===== config.mk =====
export PLATFORM = sky130hd
export DESIGN_NAME = rpm_lane
export DESIGN_NICKNAME = d
export VERILOG_FILES = /design/src/rtl/rpm_pkg.sv /design/src/rtl/rpm_lane.sv
export SDC_FILE = /design/constraint.sdc
export NUM_CORES = 1
export LEC_CHECK = 0
export ABC_AREA = 1
export BUFFER_PORTS_ARGS = -buffer_cell sky130_fd_sc_hd__buf_2
export CORE_MARGIN = 2
export CORE_UTILIZATION = 30
export DETAILED_ROUTE_END_ITERATION = 7
export PLACE_DENSITY_LB_ADDON = 0.1
export SLEW_MARGIN = 20
export SYNTH_ARGS = -nofsm -noshare
export SYNTH_HDL_FRONTEND = slang
export SYNTH_SLANG_ARGS = --single-unit

===== constraint.sdc =====
create_clock -name aclk -period 7.71 [get_ports aclk]
set_clock_uncertainty 0.15 [all_clocks]
set_input_delay 1.1565 -clock aclk [delete_from_list [all_inputs] [get_ports aclk]]
set_output_delay 1.1565 -clock aclk [all_outputs]
set_load 0.02 [all_outputs]

===== src/rtl/rpm_pkg.sv =====
// Package for the relator pair move engine: item types, command and status
// codes, lane control types and letter-level helper functions. No dependencies.
`timescale 1ns / 1ps

package rpm_pkg;

    localparam int SLOTS           = 32;
    localparam int WORD_W          = 64;
    localparam int LEN_W           = 6;
    localparam int MAX_LETTERS_DEF = 32;

    localparam logic [2:0] CMD_LOAD    = 3'd0;
    localparam logic [2:0] CMD_COMPOSE = 3'd1;
    localparam logic [2:0] CMD_INVERT  = 3'd2;
    localparam logic [2:0] CMD_CONJ    = 3'd3;
    localparam logic [2:0] CMD_ROTATE  = 3'd4;
    localparam logic [2:0] CMD_CANON   = 3'd5;

    localparam logic [1:0] ST_DONE    = 2'd0;
    localparam logic [1:0] ST_TOOLONG = 2'd1;
    localparam logic [1:0] ST_ROTFAR  = 2'd2;

    typedef struct packed {
        logic [2:0]        cmd;
        logic              target;
        logic              other_word;
        logic [1:0]        generator;
        logic [5:0]        rotate_first;
        logic [5:0]        rotate_second;
        logic [WORD_W-1:0] load_word;
        logic [LEN_W-1:0]  load_length;
    } in_item_t;

    typedef struct packed {
        logic [WORD_W-1:0] first_word;
        logic [LEN_W-1:0]  first_length;
        logic [WORD_W-1:0] second_word;
        logic [LEN_W-1:0]  second_length;
        logic [1:0]        status;
    } out_item_t;

    typedef struct packed {
        logic start;
        logic canon;
    } lane_ctl_t;

    typedef struct packed {
        logic              done;
        logic [WORD_W-1:0] word;
        logic [LEN_W-1:0]  len;
    } lane_res_t;

    // ones over the first n letters
    function automatic logic [WORD_W-1:0] len_mask(input logic [LEN_W-1:0] n);
        logic [WORD_W-1:0] m;
        if (n >= LEN_W'(SLOTS)) begin
            m = '1;
        end else begin
            m = (WORD_W'(1) << {n, 1'b0}) - WORD_W'(1);
        end
        return m;
    endfunction

    // letter order reversed, so letter 0 lands in the top bits
    function automatic logic [WORD_W-1:0] rev_letters(input logic [WORD_W-1:0] w);
        logic [WORD_W-1:0] r;
        for (int i = 0; i < SLOTS; i++) begin
            r[2*i +: 2] = w[2*(SLOTS-1-i) +: 2];
        end
        return r;
    endfunction

    // move amt letters of an n-letter word from front to back (amt <= n)
    function automatic logic [WORD_W-1:0] rotate_word(input logic [WORD_W-1:0] w,
                                                     input logic [LEN_W-1:0]  n,
                                                     input logic [LEN_W-1:0]  amt);
        logic [LEN_W-1:0] rest;
        rest = n - amt;
        return ((w >> {amt, 1'b0}) | (w << {rest, 1'b0})) & len_mask(n);
    endfunction

    function automatic logic [1:0] pick_letter(input logic [WORD_W-1:0] w,
                                               input logic [4:0]        idx);
        return w[{idx, 1'b0} +: 2];
    endfunction

endpackage


===== src/rtl/rpm_lane.sv =====
// One lane: trims inverse end letters, then optionally searches for the
// greatest rotation one candidate per cycle. Depends on rpm_pkg.
`timescale 1ns / 1ps

module rpm_lane import rpm_pkg::*; (
    input  logic              aclk,
    input  logic              aresetn,
    input  lane_ctl_t         ctl,
    input  logic [WORD_W-1:0] word_in,
    input  logic [LEN_W-1:0]  len_in,
    output lane_res_t         res
);

    logic              busy_reg, busy_next;
    logic              search_reg, search_next;
    logic              canon_reg, canon_next;
    logic              done_reg, done_next;
    logic [WORD_W-1:0] w_reg, w_next;
    logic [LEN_W-1:0]  n_reg, n_next;
    logic [WORD_W-1:0] best_reg, best_next;
    logic [LEN_W-1:0]  c_reg, c_next;

    logic [1:0]        tail;
    logic [WORD_W-1:0] cand;
    logic [WORD_W-1:0] best_sel;

    always_comb begin
        busy_next   = busy_reg;
        search_next = search_reg;
        canon_next  = canon_reg;
        done_next   = done_reg;
        w_next      = w_reg;
        n_next      = n_reg;
        best_next   = best_reg;
        c_next      = c_reg;
        tail        = pick_letter(w_reg, 5'(n_reg - LEN_W'(1)));
        cand        = rotate_word(w_reg, n_reg, c_reg);
        best_sel    = (rev_letters(cand) > rev_letters(best_reg)) ? cand : best_reg;

        if (ctl.start) begin
            busy_next   = 1'b1;
            search_next = 1'b0;
            canon_next  = ctl.canon;
            done_next   = 1'b0;
            w_next      = word_in;
            n_next      = len_in;
        end else if (busy_reg) begin
            if (!search_reg) begin
                if (n_reg > LEN_W'(1) && w_reg[1:0] == ~tail) begin
                    // drop a letter from each end
                    w_next = (w_reg >> 2) & len_mask(n_reg - LEN_W'(2));
                    n_next = n_reg - LEN_W'(2);
                end else if (canon_reg && n_reg > LEN_W'(1)) begin
                    search_next = 1'b1;
                    best_next   = w_reg;
                    c_next      = LEN_W'(1);
                end else begin
                    busy_next = 1'b0;
                    done_next = 1'b1;
                end
            end else begin
                // strict greater keeps the earliest rotation on ties
                best_next = best_sel;
                if (c_reg == n_reg - LEN_W'(1)) begin
                    w_next    = best_sel;
                    busy_next = 1'b0;
                    done_next = 1'b1;
                end else begin
                    c_next = c_reg + LEN_W'(1);
                end
            end
        end
    end

    always_ff @(posedge aclk) begin
        if (!aresetn) begin
            busy_reg   <= 1'b0;
            search_reg <= 1'b0;
            canon_reg  <= 1'b0;
            done_reg   <= 1'b0;
        end else begin
            busy_reg   <= busy_next;
            search_reg <= search_next;
            canon_reg  <= canon_next;
            done_reg   <= done_next;
        end
        w_reg    <= w_next;
        n_reg    <= n_next;
        best_reg <= best_next;
        c_reg    <= c_next;
    end

    assign res.done = done_reg;
    assign res.word = w_reg;
    assign res.len  = n_reg;

endmodule


==> flow_summary.ini, run 1 <==
[run_status]
status = completed

[layout]
layout-drive-gt1-share_pct = 10.5
layout.nets = 3643
regArea_um2 = 4290
multi_input_area_um2 = 13700
fillCellCount = 7624
fin_cells = 4365
syn_to_final_growth_pct = 9.62
postLayoutCellArea_um2 = 22000
post-route-util_pct = 33.3

[global_routing]
grt-ovfl-total = 0
grt_use_total_pct = 32.0
antenna_found_initial = 6
grt_start_max_net_pins = 83
grt_pass1_vias = 22600
grt_pass1_wl_um = 161000

[critical_path]
critPathMaxStageDelay_ps = 710
cp_slowest_cell = nor2_2
cp.arrival_ps = 6610
startpoint_type = register
worst_ep_required_time_ps = 7730
end_kind = register
critPathKind = register to register
cpMostUsedCell = nand2_1
cp_max_fo = 42

[timing]
relSlewSlack_pct = 25.6
setup_viol = 0
tns_ps = 0
fin_crit_ps = 6580
tightest_slew_ps = 1110
max_freq_mhz = 152
drv_slew = 0
hold_viol = 0
timing.final.crit_share_pct = 85.4
grt_setup_unrepaired = false

[clocking]
clockBufferDepth = 2
hold_buffers = 0
ctsResizeCount = 0
htreeDepth = 4
cts.sinks = 144
clockRootBuffer = clkbuf_16
cts_setup_buffers = 0
clock_latency_ps = 460
path_clk_slew_ps = 60
cts_buffers = 17
tritoncts = done

[detailed_routing]
postRouteAntennaNets = 0
drt_wl_total_um = 114000
drc = 0
drt_iter0_markers = 3698
via_per_inst = 5.64
vias = 24600
wl_per_cell_um = 26.1
firstDrtPassIters = 6

[min_path]
hold_class = register to register

[floorplan]
die-area_um2 = 68900
core_area_um2 = 66000
start_util_pct = 30.4
pin_count = 145
die_w_um = 263
fp-row-count = 94
fp.dieH_um = 263

[placement]
hpwl_um = 90500
placedCellCount = 4334
gp_congestion = 1.02
port_buffers = 144
place_area_um2 = 21400

[yosys]
synth.most_common_cell = nand2_1
ys_dominant_reg_cell = edfxtp_1
ys_warn_count = 0
synthXorXnorAreaFrac_pct = 0.867
ys_seq_area_share_pct = 21.4
synthAdderAreaFrac_pct = 5.03
syn_inst = 3491
syn-num-nets = 3645
synthArstFlopShare_pct = 0
synth_mux_area_share_pct = 0.0999
yosysUniqueCellTypes = 52
synth_seq_cells = 144
synth-compound-area-share_pct = 11.1
synth_edf_count = 140
yosysTopAreaCellShare_pct = 21.0
netlist_area_um2 = 20000
synth_top_family_by_area = simple AND/OR/NAND/NOR gates
postSynthAreaPerCell_um2 = 5.74
synth_common_cells = 1102 x nand2_1, 783 x nand3_1, 296 x inv_1, 258 x nor2_1, 187 x o21ai_0
synthSimpleGateAreaFrac_pct = 50.9
synth.area.top_cells = edfxtp_1 21%, nand2_1 21%, nand3_1 20%
synth.largest_area_cell = edfxtp_1

[pwr]
power_leakage_uw = 0.0112
peakVddDrop_mv = 0.192
power.density_cell_area_nw_per_um2 = 261

[flow_run]
maxCapViolations = 0
through the flow:
step / setup WS, ps / power [µW] / hold slack, ps
5_1_grt: 809 / 6040 / 417
2_1_floorplan: 1370 / 3320 / 278
4_1_cts: 1270 / 5640 / 389
3_5_place_dp: 1300 / 4760 / 385
3_3_place_gp: 1280 / 4790 / 381
6_report: 1130 / 5740 / 388
kinds of logic after synthesis:
logic type | Yosys count
compound gates | 418
xor+xnor | 19
fa+ha+maj | 80
buf+inv | 532
flops | 144
mux | 2
simple gates | 2296
worst paths after layout:
path / depth (start not counted) / slack, ps / start / end
max: 29 / 1130 / n_reg[0]$_DFFE_PP_ / best_reg[12]$_DFFE_PP_
min: 2 / 390 / busy_reg$_SDFF_PN0_ / search_reg$_SDFFE_PP0P_
max reg2reg: 29 / 1130 / n_reg[0]$_DFFE_PP_ / best_reg[12]$_DFFE_PP_
min reg2reg: 2 / 390 / busy_reg$_SDFF_PN0_ / search_reg$_SDFFE_PP0P_
worst max-delay path: cells and delay by family (launching register included):
family,cells,cell delay (ps)
flip-flops,1,390
adder cells (fa/ha/maj),3,720
AO/OA/AOI/OAI,1,100
buffers and inverters,9,1650
AND/OR/NAND/NOR,16,3200
area by class of cell:
| type | count | area share (%) |
|---|---|---|
| flip-flops and latches | 144 | 19.5 |
| diodes | 1 | 0.0114 |
| clock inverters | 11 | 0.649 |
| well taps | 864 | 4.92 |
| multi-input cells | 2815 | 62.3 |
| inverters | 318 | 5.43 |
| repair buffers | 193 | 5.18 |
| clock buffers | 19 | 1.97 |
layer usage:
| metal | track usage [%] | wire length [µm] | vias up |
|---|---|---|---|
| met2 | 49.1 | 49000 | 1238 |
| met3 | 4.46 | 10400 | 138 |
| met1 | 45.7 | 50300 | 11700 |
| li1 | - | - | 11600 |
| met5 | 0 | 16 | - |
| met4 | 11.1 | 4050 | 2 |
layout by cell type, fill, tap and decap left out, types with 7 or more instances in the layout:
master / n
a21oi_1: 158
a31oi_1: 17
buf_2: 144
buf_4: 45
clkbuf_16: 17
edfxtp_1: 140
ha_1: 78
inv_1: 293
inv_2: 23
nand2_1: 1099
nand2_2: 16
nand3_1: 783
nand3_2: 20
nand3b_1: 8
nand4_1: 17
nor2_1: 252
nor2_2: 16
nor2_4: 14
nor3_1: 13
o211ai_1: 27
o21ai_0: 187
o21ai_1: 9
or2_2: 38
xnor2_1: 7
xor2_1: 11
report_power, final:
part,total [µW],switching (µW),internal [µW]
sequential,1390,361,1030
combinational,3480,2550,929
clock,873,370,503
Power figures use the tool's default switching activity.
==> run 2: changes to the inputs <==
--- a/config.mk
+++ b/config.mk
@@ -11,6 +11,7 @@
 export CORE_UTILIZATION = 30
 export DETAILED_ROUTE_END_ITERATION = 7
 export PLACE_DENSITY_LB_ADDON = 0.1
+export SETUP_SLACK_MARGIN = 0.3
 export SLEW_MARGIN = 20
 export SYNTH_ARGS = -nofsm -noshare
 export SYNTH_HDL_FRONTEND = slang
==> constraint.sdc (replaced) <==
create_clock -name aclk -period 7.71 [get_ports aclk]
set_clock_uncertainty 0.15 [all_clocks]
set_input_delay 1.542 -clock aclk [delete_from_list [all_inputs] [get_ports aclk]]
set_output_delay 1.542 -clock aclk [all_outputs]
set_load 0.02 [all_outputs]
==> run 2 against run 1 <==
Compared with the run above: count of clock-buffer cells in the layout decreased by 1; flip-flop and latch count unchanged; critical path depth is 2 lower; setup slack better by 70 ps; clock power grew 5.5%; sequential share of layout area shrank 0.065 points; highest routed layer is now met4; cell count up 0.14%; design area up 0.34%; sequential power is essentially flat; worst hold slack worse by 10 ps.
==> flow_summary.ini, run 2 (synthesized netlist as in run 1, its figures left out) <==
[layout]
final_common_cell = nand2_1
fillCellCount = 7596
layout-drive-gt1-share_pct = 10.6
post-route-util_pct = 33.4
layout.nets = 3648
layout_common_cells = 1099 x nand2_1, 783 x nand3_1, 293 x inv_1
syn_to_final_growth_pct = 9.98
fin_cells = 4371
diodes = 0

[clocking]
clock_latency_ps = 460
path_clk_slew_ps = 70
hold_buffers = 0
cts_setup_buffers = 0
clockRootBuffer = clkbuf_16
cts_buffers = 17
ctsResizeCount = 0
clockBufferDepth = 2
tritoncts = done
cts.sinks = 144
htreeDepth = 4

[detailed_routing]
wl_per_cell_um = 25.9
drt_wl_total_um = 113000
via_per_inst = 5.63
drt_iter0_markers = 3582
postRouteAntennaNets = 0
vias = 24600
drc = 0
firstDrtPassIters = 7

[pwr]
clkPwrFrac_pct = 15.9
p_comb_share_pct = 60.0
pwr-share-seq_pct = 24.1
intPower_uw = 2500
power.density_cell_area_nw_per_um2 = 263
switchingPower_uw = 3300
peakVddDrop_mv = 0.169
swShare_pct = 56.9
power_leakage_uw = 0.0112

[timing]
fin_crit_ps = 6510
tightest_slew_ps = 1030
relSlewSlack_pct = 31.5
setup_viol = 0
tns_ps = 0
max_freq_mhz = 154
grt_setup_unrepaired = false
hold_viol = 0
timing.final.crit_share_pct = 84.5
drv_slew = 0

[global_routing]
grt_pass1_vias = 22500
top_usage_layer = met2
met2_usage_pct = 48.5
grtUsageMet3_pct = 4.41
grt_use_total_pct = 31.9
grt-ovfl-total = 0
grt_start_max_net_pins = 95
antenna_found_initial = 2
grt_pass1_wl_um = 161000
grtUsageMet1_pct = 45.8

[placement]
port_buffers = 144
placedCellCount = 4339
gp_congestion = 1.04
hpwl_um = 89900

[floorplan]
die-area_um2 = 68900
fp.dieH_um = 263
start_util_pct = 30.4
die_w_um = 263
pin_count = 145
core_area_um2 = 66000
fp-row-count = 94

[flow_run]
maxCapViolations = 0

[critical_path]
end_kind = register
cp.arrival_ps = 6530
cpMostUsedCell = nand2_1
cp_max_fo = 61
cp_slowest_cell = nor3b_1
cp_num_buf_inv = 7
critPathKind = register to register
critical_path.top_delay_family = simple AND/OR/NAND/NOR gates
worst_ep_required_time_ps = 7730
startpoint_type = register
critPathMaxStageDelay_ps = 580

[run_status]
status = completed

[min_path]
hold_class = register to register
run 2: changes by cell type in the layout (fill, tap and decap cells not counted), moves of 2 or more:
cell      delta
clkinv_2     -2
buf_4        +5
clkinv_1     +2
inv_6        +2
run 2: worst paths after layout:
path	from	to	slack, ps	cells past startpoint
hold reg to reg	busy_reg$_SDFF_PN0_	search_reg$_SDFFE_PP0P_	380	2
hold / removal	busy_reg$_SDFF_PN0_	search_reg$_SDFFE_PP0P_	380	2
setup / recovery	n_reg[0]$_DFFE_PP_	best_reg[15]$_DFFE_PP_	1200	27
setup reg to reg	n_reg[0]$_DFFE_PP_	best_reg[15]$_DFFE_PP_	1200	27
run 2: power groups by stage:
stage                     sequential (µW)  clock (µW)  combinational (µW)
after floorplan                      1260           0                2060
after global placement               1380           0                3420
after detailed placement             1380           0                3390
after CTS                            1360         929                3410
after global routing                 1380         957                3780
final                                1400         921                3480
run 2: routing by layer:
metal / vias up / wire length [µm]
li1: 11600 / -
met1: 11600 / 50500
met2: 1279 / 48600
met3: 140 / 10100
met4: 0 / 4130
met5: - / 0
run 2: worst register-to-register path: stages, from the launching register on:
cell and delay, ps:
edfxtp_1 380, inv_1 280, ha_2 230, inv_1 70, fa_2 550, buf_4 570
o21ai_0 260, nand2_1 110, nor2_1 90, nand3_1 210, nand3_1 100, nand2_1 260
inv_1 80, ha_1 300, nand2_1 70, nor2_1 120, nand4_1 130, nor3b_1 580
nor2b_1 310, nand2_1 80, nand2_1 60, buf_4 190, nand2_2 100, inv_2 320
buf_12 280, nand2_1 120, nand3_1 100, o21ai_0 120
run 2: layout make-up:
cell class	instances	area, µm²	area share [%]
Sequential cell	144	4290	19.4
Multi-Input combinational cell	2815	13700	62.1
Inverter	318	1190	5.41
Clock inverter	14	188	0.851
Tap cell	864	1080	4.90
Clock buffer	18	429	1.95
Timing Repair Buffer	198	1180	5.33
run 2: metrics by stage:
step           cell area, µm²  total power [µW]  setup slack [ps]  hold WS, ps
5_1_grt                 22100              6110               780          412
2_1_floorplan           20000              3320              1370          278
3_5_place_dp            21400              4770              1280          374
4_1_cts                 22100              5700              1290          385
3_3_place_gp            21400              4800              1280          381
6_report                22100              5800              1200          378
