==> config.mk <==
export PLATFORM = sky130hd
export DESIGN_NAME = rpm_merge
export DESIGN_NICKNAME = d
export VERILOG_FILES = /design/src/rtl/rpm_pkg.sv /design/src/rtl/rpm_merge.sv
export SDC_FILE = /design/constraint.sdc
export NUM_CORES = 1
export LEC_CHECK = 0
export BUFFER_PORTS_ARGS = -buffer_cell sky130_fd_sc_hd__buf_2
export CORE_AREA = 2 2 110 112
export DETAILED_ROUTE_END_ITERATION = 7
export DIE_AREA = 0 0 112 114
export PLACE_DENSITY = 0.66
export SLEW_MARGIN = 10
export SYNTH_ARGS = -nofsm -noshare
export SYNTH_HDL_FRONTEND = slang
export SYNTH_SLANG_ARGS = --single-unit
==> constraint.sdc <==
create_clock -name vclk -period 3.6
set_clock_uncertainty 0.15 [all_clocks]
set_input_delay 0.18 -clock vclk [all_inputs]
set_output_delay 0.18 -clock vclk [all_outputs]
set_load 0.02 [all_outputs]
==> src/rtl/rpm_pkg.sv <==
// Package for the relator pair move engine: item types, command and status
// codes, lane control types and letter-level helper functions. No dependencies.
`timescale 1ns / 1ps

package rpm_pkg;

    localparam int SLOTS           = 32;
    localparam int WORD_W          = 64;
    localparam int LEN_W           = 6;
    localparam int MAX_LETTERS_DEF = 32;

    localparam logic [2:0] CMD_LOAD    = 3'd0;
    localparam logic [2:0] CMD_COMPOSE = 3'd1;
    localparam logic [2:0] CMD_INVERT  = 3'd2;
    localparam logic [2:0] CMD_CONJ    = 3'd3;
    localparam logic [2:0] CMD_ROTATE  = 3'd4;
    localparam logic [2:0] CMD_CANON   = 3'd5;

    localparam logic [1:0] ST_DONE    = 2'd0;
    localparam logic [1:0] ST_TOOLONG = 2'd1;
    localparam logic [1:0] ST_ROTFAR  = 2'd2;

    typedef struct packed {
        logic [2:0]        cmd;
        logic              target;
        logic              other_word;
        logic [1:0]        generator;
        logic [5:0]        rotate_first;
        logic [5:0]        rotate_second;
        logic [WORD_W-1:0] load_word;
        logic [LEN_W-1:0]  load_length;
    } in_item_t;

    typedef struct packed {
        logic [WORD_W-1:0] first_word;
        logic [LEN_W-1:0]  first_length;
        logic [WORD_W-1:0] second_word;
        logic [LEN_W-1:0]  second_length;
        logic [1:0]        status;
    } out_item_t;

    typedef struct packed {
        logic start;
        logic canon;
    } lane_ctl_t;

    typedef struct packed {
        logic              done;
        logic [WORD_W-1:0] word;
        logic [LEN_W-1:0]  len;
    } lane_res_t;

    // ones over the first n letters
    function automatic logic [WORD_W-1:0] len_mask(input logic [LEN_W-1:0] n);
        logic [WORD_W-1:0] m;
        if (n >= LEN_W'(SLOTS)) begin
            m = '1;
        end else begin
            m = (WORD_W'(1) << {n, 1'b0}) - WORD_W'(1);
        end
        return m;
    endfunction

    // letter order reversed, so letter 0 lands in the top bits
    function automatic logic [WORD_W-1:0] rev_letters(input logic [WORD_W-1:0] w);
        logic [WORD_W-1:0] r;
        for (int i = 0; i < SLOTS; i++) begin
            r[2*i +: 2] = w[2*(SLOTS-1-i) +: 2];
        end
        return r;
    endfunction

    // move amt letters of an n-letter word from front to back (amt <= n)
    function automatic logic [WORD_W-1:0] rotate_word(input logic [WORD_W-1:0] w,
                                                     input logic [LEN_W-1:0]  n,
                                                     input logic [LEN_W-1:0]  amt);
        logic [LEN_W-1:0] rest;
        rest = n - amt;
        return ((w >> {amt, 1'b0}) | (w << {rest, 1'b0})) & len_mask(n);
    endfunction

    function automatic logic [1:0] pick_letter(input logic [WORD_W-1:0] w,
                                               input logic [4:0]        idx);
        return w[{idx, 1'b0} +: 2];
    endfunction

endpackage

==> src/rtl/rpm_merge.sv <==
// Merge stage for canonicalize: orders the two lane results, greater word
// first, a proper prefix counting as lesser. Depends on rpm_pkg.
`timescale 1ns / 1ps

module rpm_merge import rpm_pkg::*; (
    input  lane_res_t lane_a,
    input  lane_res_t lane_b,
    output lane_res_t first,
    output lane_res_t second
);

    logic [WORD_W-1:0] ra;
    logic [WORD_W-1:0] rb;
    logic              less;

    always_comb begin
        ra   = rev_letters(lane_a.word);
        rb   = rev_letters(lane_b.word);
        // zero padding never beats a longer word, so length breaks only ties
        less = (ra < rb) || (ra == rb && lane_a.len < lane_b.len);
        if (less) begin
            first  = lane_b;
            second = lane_a;
        end else begin
            first  = lane_a;
            second = lane_b;
        end
    end

endmodule

==> results.yml, run 1 <==
run_status:
  status: "finished clean"
critical_path:
  required_ps: 3270
  crit_arrival_ps: 3030
  crit_fanout: 29
  endpoint_kind: "primary output"
  critical_path_class: "input pin to primary output"
  critPathLaunchType: "input pin"
synthesis:
  yosys_warnings: 0
  synth_top_area_frac: 0.2525
  yosysTopAreaCell: "mux2_1"
  synth_area_um2: 3567
  synth_fp_nets: 614
  synth_common_cells: "mux2_1 (80), inv_1 (73), ha_1 (69), mux2_2 (62), a21oi_1 (24)"
  synth.avg_cell_area_um2: 8.852
  yosysUniqueCellTypes: 32
  yosysMostFrequentCell: "mux2_1"
  seq_area_frac_synth: 0
  synth_area_leaders: "mux2_1 (25%), ha_1 (24%), mux2_2 (20%)"
  synth_cells: 403
layout:
  multiInputGateArea_um2: 3073
  seqCellArea_um2: 0
  fin_util: 0.4353
  final_net_count: 896
  area_growth_pct: 42.90
  clkbuf_count: 0
  antenna_cells: 0
  fillers: 1201
  drive_gt1_frac: 0.5242
  seq_cells: 0
worst_hold_path:
  hold_depth: 3
  hold_path_class: "input pin to primary output"
global_route:
  grt_max_degree: 30
  first_global_vias: 3617
  antenna_found_initial: 0
  grtUsageTotal: 0.1428
  grt_first_pass_wirelength_mm: 15.85
  grt-ovfl-total: 0
power:
  total_power_mw: 1.006
  p_leak_nw: 2.901
  ir_drop_v: 0.00009606
  power.density_nw_per_um2: 197.4
drt:
  drt-pass1-iter-count: 4
  drt_wl_total_mm: 10.17
  drt-met1-wl_mm: 4.119
  highest_layer: "met4"
  drt_iter0_markers: 64
  detail_route.wl_per_cell_um: 12.26
  vias_per_cell: 4.692
  drc: 0
  dr_total_vias: 3894
  route.met2.wl_mm: 5.218
  ant_nets: 0
  met3_length_um: 774
sta:
  fmaxAchievable_mhz: 297.8
  fin_crit_sh: 0.9328
  setup_violations: 0
  min_period_ps: 3358
  finalSetupTns_ps: 0
  tightestPinTransition_ps: 676.8
  grt_setup_unrepaired: "no"
  hold_viol_final: 0
  slew-limit-headroom: 0.5449
  drv_slew: 0
  timing.hold.ws_ps: 563.3
placement:
  io_buffer_count: 284
  gp_congestion: 0.7952
  post-dp-hpwl_mm: 9.178
flow_run:
  max-cap-violations: 0
floorplanning:
  start_util: 0.3046
  num_io_pins: 284
  fp-row-count: 40
  fp.dieH_um: 114
  die_area_um2: 12770
  coreArea_um2: 11710
  die_w_um: 112
clocking:
  post_cts_buffers: 0
  ctsHoldBuffers: 0
  cts.repair.resized: 0
-- where the power goes --
part	switching, mW	total, mW	internal, mW	leakage (nW)
sequential	0	0	0	0
combinational	0.562	1.01	0.444	2.90
clock	0	0	0	0
total	0.562	1.01	0.444	2.90
-- cell usage in the layout (no fill, tap or decap), types with 2 or more instances in the layout --
| cell | Yosys | final |
|---|---|---|
| mux2_2 | 62 | 62 |
| buf_2 | 0 | 284 |
| o31ai_1 | 2 | 2 |
| nand3_1 | 7 | 7 |
| mux2_1 | 80 | 80 |
| nor2_1 | 5 | 5 |
| o21a_1 | 2 | 2 |
| nor4_1 | 2 | 2 |
| nand2_1 | 15 | 15 |
| nand4_1 | 10 | 10 |
| buf_12 | 8 | 5 |
| a221oi_1 | 3 | 3 |
| ha_1 | 69 | 69 |
| and4_1 | 2 | 2 |
| nor2b_1 | 3 | 3 |
| inv_1 | 73 | 73 |
| a21oi_1 | 24 | 24 |
| o21ai_0 | 7 | 7 |
| buf_4 | 6 | 6 |
| a21o_1 | 9 | 9 |
| nor3_1 | 2 | 2 |
-- area by class of cell --
cell class | instances | share of cell area
multi-input cells | 315 | 0.6028
repair buffers | 295 | 0.3073
inverters | 73 | 0.05376
well taps | 147 | 0.03608
-- layer usage --
layer / GRT usage / up-vias
li1: - / 2036
met1: 0.1612 / 1688
met2: 0.2986 / 166
met3: 0.01541 / 4
met4: 0.007317 / 0
met5: 0 / -
-- worst max-delay path, stage by stage --
cell	delay, ps
buf_2	100
inv_1	40
ha_1	280
nand4_1	130
or4_1	600
nand3b_1	260
a21o_1	230
a31oi_4	200
buf_12	230
buf_12	220
mux2_2	350
buf_2	160
-- final timing paths --
| kind | slack, ps | endpoint | start |
|---|---|---|---|
| hold / removal | 560 | first[65] | lane_b[65] |
| setup / recovery | 240 | second[51] | lane_b[11] |
-- logic make-up (layout without fill, tap and decap cells) --
| logic type | Yosys count | in the layout | share of synthesized area |
|---|---|---|---|
| fa+ha+maj | 69 | 69 | 0.2420 |
| compound gates | 54 | 54 | 0.09751 |
| mux | 142 | 142 | 0.4483 |
| simple gates | 50 | 50 | 0.07366 |
| buf+inv | 88 | 368 | 0.1385 |
-- metrics by stage --
step	instances	setup WS, ps	area [um^2]
finish	830	242.0	5097
global route	830	37.32	5097
CTS	830	193.2	5097
detailed placement	830	195.6	5097
global placement	830	192.4	5097
floorplan	403	721.6	3567
(Power assumes the default switching activity.)
==> run 2: changes to the inputs <==
--- a/config.mk
+++ b/config.mk
@@ -10,6 +10,7 @@
 export DETAILED_ROUTE_END_ITERATION = 7
 export DIE_AREA = 0 0 112 114
 export PLACE_DENSITY = 0.66
+export REMOVE_ABC_BUFFERS = 1
 export SLEW_MARGIN = 10
 export SYNTH_ARGS = -nofsm -noshare
 export SYNTH_HDL_FRONTEND = slang
==> results.yml, run 2 (synthesis gave the netlist of run 1 again) <==
run_status:
  status: "finished clean"
layout:
  antenna_cells: 0
  final_common_cell: "buf_2"
  seqCellArea_um2: 0
  fin_util: 0.4315
  area_growth_pct: 41.67
  final_area_um2: 5054
  clkbuf_count: 0
  multiInputGateArea_um2: 3079
  seq_cells: 0
  mostFrequentLayoutCells: "buf_2 (284), mux2_1 (80), inv_1 (73)"
  final_net_count: 891
  drive_gt1_frac: 0.5221
  fillers: 1231
placement:
  io_buffer_count: 284
  post-dp-hpwl_mm: 9.386
  placed_cell_area_um2: 5047
  gp_congestion: 0.7858
global_route:
  antenna_found_initial: 0
  grt_max_degree: 53
  first_global_vias: 3503
  grt_first_pass_wirelength_mm: 15.76
  grt-ovfl-total: 0
  grtUsageTotal: 0.1433
sta:
  finalSetupTns_ps: 0
  setup_violations: 0
  hold_viol_final: 0
  fmaxAchievable_mhz: 298.4
  tightestPinTransition_ps: 453.5
  fin_crit_sh: 0.9308
  grt_setup_unrepaired: "no"
  min_period_ps: 3351
  drv_slew: 0
  slew-limit-headroom: 0.6951
critical_path:
  crit_fanout: 29
  critical_path_class: "input pin to primary output"
  endpoint_kind: "primary output"
  required_ps: 3270
  crit_arrival_ps: 3020
  critPathLaunchType: "input pin"
power:
  power.density_nw_per_um2: 196.7
  ir_drop_v: 0.0001061
  p_leak_nw: 2.875
  total_power_mw: 0.9941
drt:
  drt_wl_total_mm: 10.43
  drc: 0
  drt-pass1-iter-count: 4
  vias_per_cell: 4.768
  ant_nets: 0
  detail_route.wl_per_cell_um: 12.64
  dr_total_vias: 3934
  drt_iter0_markers: 64
floorplanning:
  fp-row-count: 40
  num_io_pins: 284
  die_w_um: 112
  coreArea_um2: 11710
  die_area_um2: 12770
  start_util: 0.3046
  fp.dieH_um: 114
flow_run:
  max-cap-violations: 0
clocking:
  post_cts_buffers: 0
  cts.repair.resized: 0
  ctsHoldBuffers: 0
worst_hold_path:
  hold_path_class: "input pin to primary output"
  hold_depth: 3
  min_to: "first[29]"
  min_from: "lane_b[29]"
==> run 2: changes by cell type in the layout (fill, tap and decap cells not counted), sizes merged <==
cell / delta
buf: -5
==> run 2: power by group <==
part           internal (mW)  switching [mW]  leakage (nW)
Combinational          0.431           0.563          2.88
Sequential                 0               0             0
Clock                      0               0             0
==> run 2: per-stage QoR <==
| stage | cells | hold slack (ps) | worst slack [ps] |
|---|---|---|---|
| 6_report | 825 | 560.3 | 249.0 |
| 3_5_place_dp | 825 | 557.9 | 123.6 |
| 5_1_grt | 825 | 578.2 | 37.61 |
| 4_1_cts | 825 | 560.7 | 113.9 |
| 2_1_floorplan | 388 | 399.3 | -1348 |
| 3_3_place_gp | 825 | 560.6 | 146.1 |
==> run 2: area by class of cell <==
cell class                      instances  share of cell area
Multi-Input combinational cell        315              0.6093
Timing Repair Buffer                  290              0.3001
Inverter                               73             0.05422
Tap cell                              147             0.03640
==> run 2: worst max-delay path by stage <==
| stage | from | end | slack (ps) | cells after the start |
|---|---|---|---|---|
| floorplan | lane_b[13] | first[70] | -1350 | 8 |
| global placement | lane_b[11] | second[69] | 150 | 12 |
| detailed placement | lane_b[11] | second[69] | 120 | 12 |
| CTS | lane_b[11] | second[69] | 110 | 12 |
| global route | lane_b[59] | second[69] | 40 | 13 |
| finish | lane_b[11] | second[69] | 250 | 12 |
==> run 2: critical path, cell delays in order <==
cell       delay [ps]
buf_2             100
inv_1              40
ha_1              290
nand4_1           140
or4_1             620
o2111ai_2         270
a221oi_1          170
a31oi_4           280
buf_12            200
buf_12            200
mux2_1            360
buf_2             170
==> run 2: per-layer routing <==
layer / track usage / routed length [um] / vias to the layer above
met2: 0.2958 / 5437 / 161
met4: 0.009756 / 89 / 0
li1: - / - / 2025
met3: 0.01275 / 748 / 8
met5: 0 / 0 / -
met1: 0.1654 / 4157 / 1740
==> run 3: changes to the inputs <==
--- a/config.mk
+++ b/config.mk
@@ -5,11 +5,12 @@
 export SDC_FILE = /design/constraint.sdc
 export NUM_CORES = 1
 export LEC_CHECK = 0
+export ABC_AREA = 1
 export BUFFER_PORTS_ARGS = -buffer_cell sky130_fd_sc_hd__buf_2
 export CORE_AREA = 2 2 110 112
 export DETAILED_ROUTE_END_ITERATION = 7
 export DIE_AREA = 0 0 112 114
-export PLACE_DENSITY = 0.66
+export PLACE_DENSITY = 0.69
 export REMOVE_ABC_BUFFERS = 1
 export SLEW_MARGIN = 10
 export SYNTH_ARGS = -nofsm -noshare
==> results.yml, run 3 <==
run_status:
  status: "finished clean"
placement:
  post-dp-hpwl_mm: 10.29
  placed_cells: 1177
  io_buffer_count: 284
  place_ws_ps: 737.8
  gp_congestion: 0.8207
  placed_cell_area_um2: 5371
floorplanning:
  fp.dieH_um: 114
  num_io_pins: 284
  start_util: 0.3361
  coreArea_um2: 11710
  fp-row-count: 40
  die_area_um2: 12770
  die_w_um: 112
drt:
  ant_nets: 0
  drt_iter0_markers: 332
  drc: 0
  vias_per_cell: 4.726
  detail_route.wl_per_cell_um: 10.97
  drt-pass1-iter-count: 4
  drt_wl_total_mm: 12.91
  dr_total_vias: 5562
layout:
  final_area_um2: 5371
  clkbuf_count: 0
  final_net_count: 1243
  mostFrequentLayoutCells: "nand2_1 (363), buf_2 (284), nand3_1 (148)"
  final_common_cell: "nand2_1"
  drive_gt1_frac: 0.2854
  seq_cells: 0
  finalNonFillerCells: 1177
  fillers: 1349
  area_growth_pct: 36.46
  antenna_cells: 0
  fin_util: 0.4587
  multiInputGateArea_um2: 3322
  seqCellArea_um2: 0
sta:
  tightestPinTransition_ps: 633.2
  grt_setup_unrepaired: "no"
  setup_ws_ps: 804.4
  min_period_ps: 2796
  slew-limit-headroom: 0.5779
  drv_slew: 0
  fin_crit_sh: 0.7765
  fmaxAchievable_mhz: 357.7
  hold_viol_final: 0
  setup_violations: 0
  timing.hold.ws_ps: 535.7
critical_path:
  max_stage_delay_ps: 340
  worstPathCellList: "buf_2 -> inv_1 -> ha_1 -> nand2_1 -> nor2_1 -> nand4_1 -> nor3b_2 -> nand2_1 -> nor2_1 -> nand2_4 -> nand2_4 -> buf_4 -> nand2_1 -> nand2_1 -> buf_2"
  critical_path_class: "input pin to primary output"
  required_ps: 3270
  critical-path-slowest-cell: "buf_4"
  critPathLaunchType: "input pin"
  path_buf_inv: 4
  crit_fanout: 28
  crit_arrival_ps: 2470
  crit_family: "simple AND/OR/NAND/NOR gates"
  critical_path.most_common_cell: "nand2_1"
  endpoint_kind: "primary output"
synthesis:
  yosysMostFrequentCell: "nand2_1"
  synth-simple-area-share: 0.5725
  synth_compound_area_frac: 0.04832
  yosys.area_share.adder: 0.2193
  synth_cells: 786
  yosysUniqueCellTypes: 22
  synthXorXnorAreaFrac: 0
  yosys_warnings: 0
  yosysTopAreaCell: "nand2_1"
  synth_top_area_frac: 0.3462
  seq_area_frac_synth: 0
  synth_area_um2: 3936
  muxShareOfSynthArea: 0
  synth_area_leaders: "nand2_1 (35%), ha_1 (22%), nand3_1 (19%)"
  synth_top_family_by_area: "simple AND/OR/NAND/NOR gates"
  synth.avg_cell_area_um2: 5.008
  synth_common_cells: "nand2_1 (363), nand3_1 (148), inv_1 (94), ha_1 (69), a21oi_1 (26)"
power:
  p_int_mw: 0.4010
  power.switching_mw: 0.7608
  sequentialPowerShare: 0
  clkPwrFrac: 0
  ir_drop_v: 0.0001153
  p_leak_nw: 3.759
  power_frac_comb: 1.000
  swShare: 0.6548
  power.density_nw_per_um2: 216.3
flow_run:
  max-cap-violations: 0
clocking:
  ctsHoldBuffers: 0
  post_cts_buffers: 0
  cts.repair.resized: 0
global_route:
  grt-ovfl-total: 0
  grt_max_degree: 143
  grtUsageTotal: 0.1854
  first_global_vias: 4609
  grt_first_pass_wirelength_mm: 20.90
  antenna_found_initial: 0
worst_hold_path:
  min_from: "lane_a[70]"
  hold_depth: 4
  min_to: "second[70]"
  hold_path_class: "input pin to primary output"
## run 3: cell count changes after synthesis, sizes merged, moves of 5 or more
cell	change
nand2	+351
nand4	-5
clkbuf	+7
nand3	+141
nor2	+13
a21o	-7
mux2	-142
inv	+21
buf	+23
## run 3: stage by stage
stage	power (mW)	setup TNS [ps]
2_1_floorplan	0.7380	-141270
3_3_place_gp	1.165	0
3_5_place_dp	1.168	0
4_1_cts	1.172	0
5_1_grt	1.295	0
6_report	1.162	0
## run 3: cells by family (layout without fill, tap and decap cells)
kind of cell / after synthesis / after routing
buffers and inverters: 140 / 384
and+or+nand+nor: 541 / 541
adders and majority gates: 69 / 69
AOI/OAI and AO/OA: 36 / 36
## run 3: layout make-up
type,count,area share
multi-input cells,646,0.6184
inverters,95,0.06639
well taps,147,0.03424
repair buffers,289,0.2809
## run 3: power groups by stage
stage | Sequential, mW | Clock [mW] | Combinational, mW
after global routing | 0 | 0 | 1.30
after CTS | 0 | 0 | 1.17
after global placement | 0 | 0 | 1.16
final | 0 | 0 | 1.16
after detailed placement | 0 | 0 | 1.17
after floorplan | 0 | 0 | 0.738
## run 3: worst max path at each step
stage,depth (start not counted),endpoint,slack [ps],start
global route,17,first[21],530,lane_b[55]
global placement,15,first[11],740,lane_b[15]
CTS,15,first[11],750,lane_b[15]
detailed placement,15,first[11],740,lane_b[15]
finish,15,first[11],800,lane_b[15]
floorplan,13,first[0],-990,lane_b[15]
## run 3: layer usage
metal  track usage  wire length [um]
met1        0.2433              5719
met3       0.01488               833
met5             0                 0
met4       0.01220                31
met2        0.3475              6324
